===== src/hdl/otrg_pkg.sv =====
// Shared types, constants and arithmetic helpers for the overlap tile region generator.
package otrg_pkg;

	localparam int DIM_W    = 14;
	localparam int OUT_W    = 17;
	localparam int TMAX_W   = 13;
	localparam int PAD_W    = 10;
	localparam int SCL_SH   = 3;
	localparam int DIV_BITS = 4;
	localparam int DVD_W    = 16;
	localparam int PROD_W   = 2 * DIM_W;
	localparam int AX_STG   = 15;
	localparam int NSTG     = 16;
	localparam int CFG_IDX_W = 3;
	localparam int CFG_W    = 14;
	localparam int IN_TD_W  = 32;
	localparam int OUT_TD_W = 160;

	// register indexes
	localparam logic [CFG_IDX_W-1:0] REG_WIDTH  = 3'd0;
	localparam logic [CFG_IDX_W-1:0] REG_HEIGHT = 3'd1;
	localparam logic [CFG_IDX_W-1:0] REG_TMAX   = 3'd2;
	localparam logic [CFG_IDX_W-1:0] REG_PAD    = 3'd3;
	localparam logic [CFG_IDX_W-1:0] REG_MODE   = 3'd4;

	// status codes
	localparam logic [1:0] ST_OK     = 2'd0;
	localparam logic [1:0] ST_BADCFG = 2'd1;
	localparam logic [1:0] ST_RANGE  = 2'd2;
	localparam logic [1:0] ST_REJECT = 2'd3;

	typedef struct packed {
		logic [DVD_W-1:0] q;
		logic [DVD_W-1:0] dvd;
		logic [DIM_W-1:0] rem;
	} div_t;

	typedef struct packed {
		logic [DIM_W-1:0] idx;
		logic             whole;
		logic [DIM_W-1:0] inner;
		logic [DIM_W-1:0] cnt;
	} ctx_t;

	typedef struct packed {
		logic [DIM_W-1:0] cnt;
		logic [DIM_W-1:0] is;
		logic [DIM_W-1:0] ie;
		logic [DIM_W-1:0] vs;
		logic [DIM_W-1:0] ve;
		logic             rej;
	} axis_res_t;

	// restoring division, DIV_BITS quotient bits per call
	function automatic div_t div_step(input div_t d, input logic [DIM_W-1:0] dvs);
		div_t o;
		logic [DIM_W:0] rw;
		logic qb;
		o = d;
		for (int j = 0; j < DIV_BITS; j++) begin
			rw = {o.rem, o.dvd[DVD_W-1]};
			o.dvd = {o.dvd[DVD_W-2:0], 1'b0};
			if (rw >= {1'b0, dvs}) begin
				rw = rw - {1'b0, dvs};
				qb = 1'b1;
			end else begin
				qb = 1'b0;
			end
			o.rem = rw[DIM_W-1:0];
			o.q = {o.q[DVD_W-2:0], qb};
		end
		return o;
	endfunction

	// round up to the first multiple of 32, 16, 8, 4 or 2 that stays within hi
	function automatic logic [DIM_W-1:0] round_tile(input logic [DIM_W-1:0] lo,
			input logic [TMAX_W-1:0] hi);
		logic [DIM_W:0] dd;
		logic [DIM_W:0] r;
		logic [DIM_W:0] cand;
		logic [DIM_W-1:0] res;
		logic done;
		res = lo;
		done = 1'b0;
		for (int k = 5; k >= 1; k--) begin
			dd = (DIM_W+1)'(1) << k;
			r = {1'b0, lo} & (dd - (DIM_W+1)'(1));
			cand = {1'b0, lo} - r + dd;
			if (!done) begin
				if (r == '0) begin
					done = 1'b1;
				end else if (cand <= {2'b0, hi}) begin
					res = cand[DIM_W-1:0];
					done = 1'b1;
				end
			end
		end
		return res;
	endfunction

endpackage


===== src/hdl/otrg_axis.sv =====
// One axis of the tile plan: two pipelined dividers, rounding, multiply and region edges.
module otrg_axis
	import otrg_pkg::*;
(
	input  logic              clk,
	input  logic [AX_STG:1]   en,
	input  logic [DIM_W-1:0]  len,
	input  logic [PAD_W-1:0]  pad,
	input  logic [TMAX_W-1:0] tmax,
	input  logic [DIM_W-1:0]  idx,
	output axis_res_t         res
);

	ctx_t             ctx_s [1:AX_STG-1];
	div_t             dv1_s [1:5];
	div_t             dv2_s [6:10];
	logic [DIM_W-1:0] core_s11;
	logic [DIM_W-1:0] core_s12;
	logic [PROD_W-1:0] prod_s12;
	logic [PROD_W:0]  cs_s13;
	logic [PROD_W:0]  ce_s13;
	logic [DIM_W-1:0] cs_s14;
	logic [DIM_W-1:0] ce_s14;
	logic             rej_s14;
	axis_res_t        res_s15;

	logic [DIM_W-1:0] inner_c;
	logic             whole_c;
	logic [DIM_W-1:0] cnt_c;
	logic [DIM_W-1:0] core0_c;
	axis_res_t        res_c;
	logic [DIM_W:0]   ie_sum;
	logic [DIM_W-1:0] len_less_pad;

	// inner length and whole-axis test at entry
	assign whole_c = {1'b0, len} <= {4'b0, pad, 1'b0};
	assign inner_c = len - {3'b0, pad, 1'b0};

	// ceiling corrections after each division
	assign cnt_c   = dv1_s[5].q[DIM_W-1:0] + DIM_W'(dv1_s[5].rem != '0);
	assign core0_c = dv2_s[10].q[DIM_W-1:0] + DIM_W'(dv2_s[10].rem != '0);

	always_ff @(posedge clk) begin
		// context travels with the item
		if (en[1]) begin
			ctx_s[1] <= '{idx: idx, whole: whole_c, inner: inner_c, cnt: '0};
			dv1_s[1] <= '{q: '0, dvd: {2'b0, inner_c}, rem: '0};
		end
		for (int k = 2; k <= AX_STG - 1; k++) begin
			if (en[k] && k != 6) ctx_s[k] <= ctx_s[k-1];
		end
		// tile count: ceil(inner / tmax)
		for (int k = 2; k <= 5; k++) begin
			if (en[k]) dv1_s[k] <= div_step(dv1_s[k-1], {1'b0, tmax});
		end
		if (en[6]) begin
			ctx_s[6] <= '{idx: ctx_s[5].idx, whole: ctx_s[5].whole, inner: ctx_s[5].inner,
				cnt: ctx_s[5].whole ? DIM_W'(1) : cnt_c};
			dv2_s[6] <= '{q: '0, dvd: {2'b0, ctx_s[5].inner}, rem: '0};
		end
		// core size: ceil(inner / count)
		for (int k = 7; k <= 10; k++) begin
			if (en[k]) dv2_s[k] <= div_step(dv2_s[k-1], ctx_s[k-1].cnt);
		end
		if (en[11]) core_s11 <= ctx_s[10].whole ? '0 : round_tile(core0_c, tmax);
		if (en[12]) begin
			prod_s12 <= ctx_s[11].idx * core_s11;
			core_s12 <= core_s11;
		end
		// core start and raw end
		if (en[13]) begin
			cs_s13 <= {1'b0, prod_s12} + (PROD_W+1)'(pad);
			ce_s13 <= {1'b0, prod_s12} + (PROD_W+1)'(pad) + (PROD_W+1)'(core_s12);
		end
		// start test and end clip
		if (en[14]) begin
			rej_s14 <= cs_s13 >= (PROD_W+1)'(len);
			ce_s14  <= (ce_s13 > (PROD_W+1)'(len)) ? len : ce_s13[DIM_W-1:0];
			cs_s14  <= cs_s13[DIM_W-1:0];
		end
		if (en[15]) res_s15 <= res_c;
	end

	// region edges and the tile's own checks
	assign len_less_pad = len - DIM_W'(pad);
	assign ie_sum = {1'b0, ce_s14} + (DIM_W+1)'(pad);

	always_comb begin
		res_c.cnt = ctx_s[14].cnt;
		if (ctx_s[14].whole) begin
			res_c.is  = '0;
			res_c.ie  = len;
			res_c.vs  = '0;
			res_c.ve  = len;
			res_c.rej = (len == '0);
		end else begin
			res_c.vs  = (cs_s14 > DIM_W'(pad)) ? cs_s14 : '0;
			res_c.ve  = (ce_s14 < len_less_pad) ? ce_s14 : len;
			res_c.is  = cs_s14 - DIM_W'(pad);
			res_c.ie  = (ie_sum < {1'b0, len}) ? ie_sum[DIM_W-1:0] : len;
			res_c.rej = rej_s14 || !(res_c.ie > res_c.is && res_c.ve > res_c.vs &&
				res_c.ve <= len);
		end
	end

	assign res = res_s15;

endmodule

===== config.mk =====
export PLATFORM = sky130hd
export DESIGN_NAME = otrg_axis
export DESIGN_NICKNAME = d
export VERILOG_FILES = /design/src/hdl/otrg_pkg.sv /design/src/hdl/otrg_axis.sv
export SDC_FILE = /design/constraint.sdc
export NUM_CORES = 2
export LEC_CHECK = 0
export BUFFER_PORTS_ARGS = -buffer_cell sky130_fd_sc_hd__buf_2
export CORE_UTILIZATION = 55
export CTS_CLUSTER_SIZE = 24
export DETAILED_ROUTE_END_ITERATION = 6
export PLACE_DENSITY = 0.68
export SETUP_SLACK_MARGIN = 0.15
export SLEW_MARGIN = 20
export SYNTH_ARGS = -nofsm -noshare
export SYNTH_HDL_FRONTEND = slang
export SYNTH_SLANG_ARGS = --single-unit

===== constraint.sdc =====
create_clock -name clk -period 27.5 [get_ports clk]
set_input_delay 2.75 -clock clk [delete_from_list [all_inputs] [get_ports clk]]
set_output_delay 2.75 -clock clk [all_outputs]
set_load 0.005 [all_outputs]

==> key figures <==
Worst setup path
  – Critical path class: in2reg
  – WP data arrival: 15,270 ps
  – Worst path required time: 27,920 ps
  – Slowest CP cell: a211oi_4
  – CP Capture Type: flop
  – R2R Setup Slk: 13,930 ps
  – Slowest stage delay, CP: 680 ps
  – CP Launch Type: input pin
  – CP Max Fanout: 22

Clock tree
  – CTS tree: yes
  – Post-CTS Resized: 0
  – Setup Buffers After CTS: 0
  – Hold_buf cts: 0
  – Clk pin slew, worst setup/hold paths: 60 ps
  – H-tree depth: 3
  – Root Driver: clkbuf_16
  – Clk_lat worst skew: 680 ps
  – # clock sinks: 792
  – CTS Buffer Depth: 3
  – Cts bufs inserted: 84

Layout
  – Fill cells: 9,762
  – Layout area overhead: 8.19%
  – Most frequent cells in the layout: 792 x edfxtp_1, 738 x ha_1, 543 x inv_1
  – Post-layout nets: 7,424
  – Most common cell after layout, fill and taps aside: edfxtp_1
  – Share of cells above drive strength 1: 0.0881
  – Fin cells: 8,041

Timing
  – RSZ-0062 raised after global routing: false
  – Period utilization: 0.540
  – Worst-margin pin slew: 1160 ps
  – Max Fclk: 67.3 MHz
  – Setup ws final: 12,650 ps
  – Worst Skew: 31.6 ps
  – Pins over their slew limit: 0
  – Max-slew headroom: 0.217
  – Setup Viol. Count Final: 0
  – Min Tclk post-route: 14,850 ps
  – Fin. Hold Viols: 0
  – Setup TNS: 0 ps

Logic synthesis
  – Syn avg cell area: 10.2 µm²
  – Sequential element share of the synthesized area: 0.370
  – Synth Warn #: 0
  – Syn Std Cell Area: 64,400 µm²
  – Asr flop ratio synth: 0
  – Synthesized Nets: 7,291
  – Post-Syn Instances: 6,311
  – Post-synthesis cell type count: 87
  – #FFs+latches synth: 792
  – EDFF count, synth: 792
  – Dominant synthesized flop cell: edfxtp_1

Routing
  – Iter 0 DRT Violations: 3,193
  – Detailed Routing Iterations Pass 1: 7
  – Routed Antenna Nets: 0
  – Routed length per instance: 20.4 µm
  – Final routed DRC violation total: 2
  – Via count of the routed design: 48,200
  – Avg Vias per Cell: 5.99
  – Post-Route WL: 164 mm

Flow run
  – Max-Cap Viols: 0

Floorplan
  – Vert. Die Dim: 344 µm
  – Die width: 344 µm
  – Starting density of the core: 0.555
  – Site Rows: 125
  – Core Footprint: 116,000 µm²
  – DIE AREA: 118,000 µm²
  – # IOs: 138

GRT
  – Grt ovf: 0
  – Gr usage total: 0.275
  – Global-route wire length before repair: 257 mm
  – Vias in the first global route: 47,000
  – Initial antenna violation count: 6
  – Pin count of the biggest net entering global routing: 74

Place
  – Dpl cells: 7,882
  – GP Congestion: 0.952
  – Dpl ws: 11,980 ps
  – HPWL after DPL: 128 mm
  – PortBufs: 137

Min path
  – Hold Path Class: reg2reg

Status
  – Status: finished with violations
  – Failing checks: DRC
## layer usage
metal	up-vias	global-route usage	wire length, µm
met1	23200	0.368	73200
met5	-	0	57
met4	8	0.0984	5440
met2	1307	0.458	76700
met3	270	0.0361	8770
li1	23500	-	-
## worst max-delay path, delay by kind of cell
family                     cells  cell delay (ps)
AOI/OAI and AO/OA             21             6950
and+or+nand+nor               12             2990
buffers and inverters          6             1270
adders and majority gates      4             1260
## cell type report
type	count	area, µm²	share of cell area
diodes	4	10.0	0.000144
flip-flops and latches	792	23800	0.342
well taps	1524	1910	0.0274
clock inverters	54	614	0.00882
multi-input cells	4834	38000	0.546
clock buffers	101	2210	0.0317
repair buffers	184	1040	0.0149
inverters	548	2060	0.0295
## per-stage QoR
| stage | hold WS, ps | area (µm²) | util |
|---|---|---|---|
| final | 396 | 69600 | 0.600 |
| after detailed placement | 405 | 66800 | 0.575 |
| after floorplan | 400 | 64400 | - |
| after CTS | 400 | 69600 | 0.600 |
| after global placement | 401 | 66800 | 0.575 |
| after global routing | 406 | 69600 | 0.600 |
## cell usage after synthesis (16+ instances only)
cell | n | area (µm²)
ha_1 | 738 | 9230
nor3b_1 | 24 | 180
and4_1 | 19 | 166
nand2b_1 | 84 | 526
o21bai_1 | 52 | 390
and3_1 | 42 | 263
nor3_1 | 101 | 505
nor4_1 | 48 | 300
o21a_1 | 96 | 721
inv_1 | 543 | 2040
o31ai_1 | 36 | 270
a221oi_1 | 22 | 193
fa_1 | 175 | 3500
o31a_1 | 16 | 140
nor2b_1 | 95 | 594
nand2_1 | 476 | 1790
xnor2_1 | 299 | 2620
mux2i_1 | 64 | 641
and2_1 | 103 | 644
edfxtp_1 | 792 | 23800
nand3_1 | 112 | 561
mux2_2 | 210 | 2360
a21o_1 | 196 | 1470
o221ai_1 | 37 | 324
a31oi_1 | 34 | 213
or2_2 | 24 | 150
o21ai_0 | 341 | 1710
nor2_1 | 344 | 1290
nand4_1 | 101 | 632
o211ai_1 | 50 | 375
or3_1 | 43 | 269
a211o_1 | 18 | 158
clkbuf_1 | 120 | 450
xor2_1 | 165 | 1450
a211oi_1 | 40 | 300
a21boi_0 | 44 | 330
a21oi_1 | 394 | 1970
## path summary, 6_finish.rpt
check,startpoint,to,depth (start not counted)
setup reg to reg,ctx_s[2][1],dv2_s[4][59],47
setup / recovery,tmax[1],dv1_s[0][139],43
hold reg to reg,ctx_s[2][73],ctx_s[2][116],0
hold / removal,ctx_s[2][73],ctx_s[2][116],0
## flip-flops by register name (all words and copies together), names as in the netlist
| name | count |
|---|---|
| ce_s13 | 29 |
| ce_s14 | 14 |
| core_s11 | 14 |
| core_s12 | 14 |
| cs_s13 | 29 |
| cs_s14 | 14 |
| ctx_s | 389 |
| dv1_s | 101 |
| dv2_s | 88 |
| prod_s12 | 28 |
| rej_s14 | 1 |
| res | 71 |
## kinds of logic after synthesis
kind of cell	Yosys count	share of synthesized area
AOI/OAI and AO/OA	1517	0.153
xor gates and xnor gates	464	0.0632
adders and majority gates	913	0.198
buffers and inverters	685	0.0403
DFF	792	0.370
muxes	276	0.0471
and+or+nand+nor	1664	0.129
Power is not shown: default switching activity piles up to over one toggle a cycle in this logic, so the estimate is an artifact.
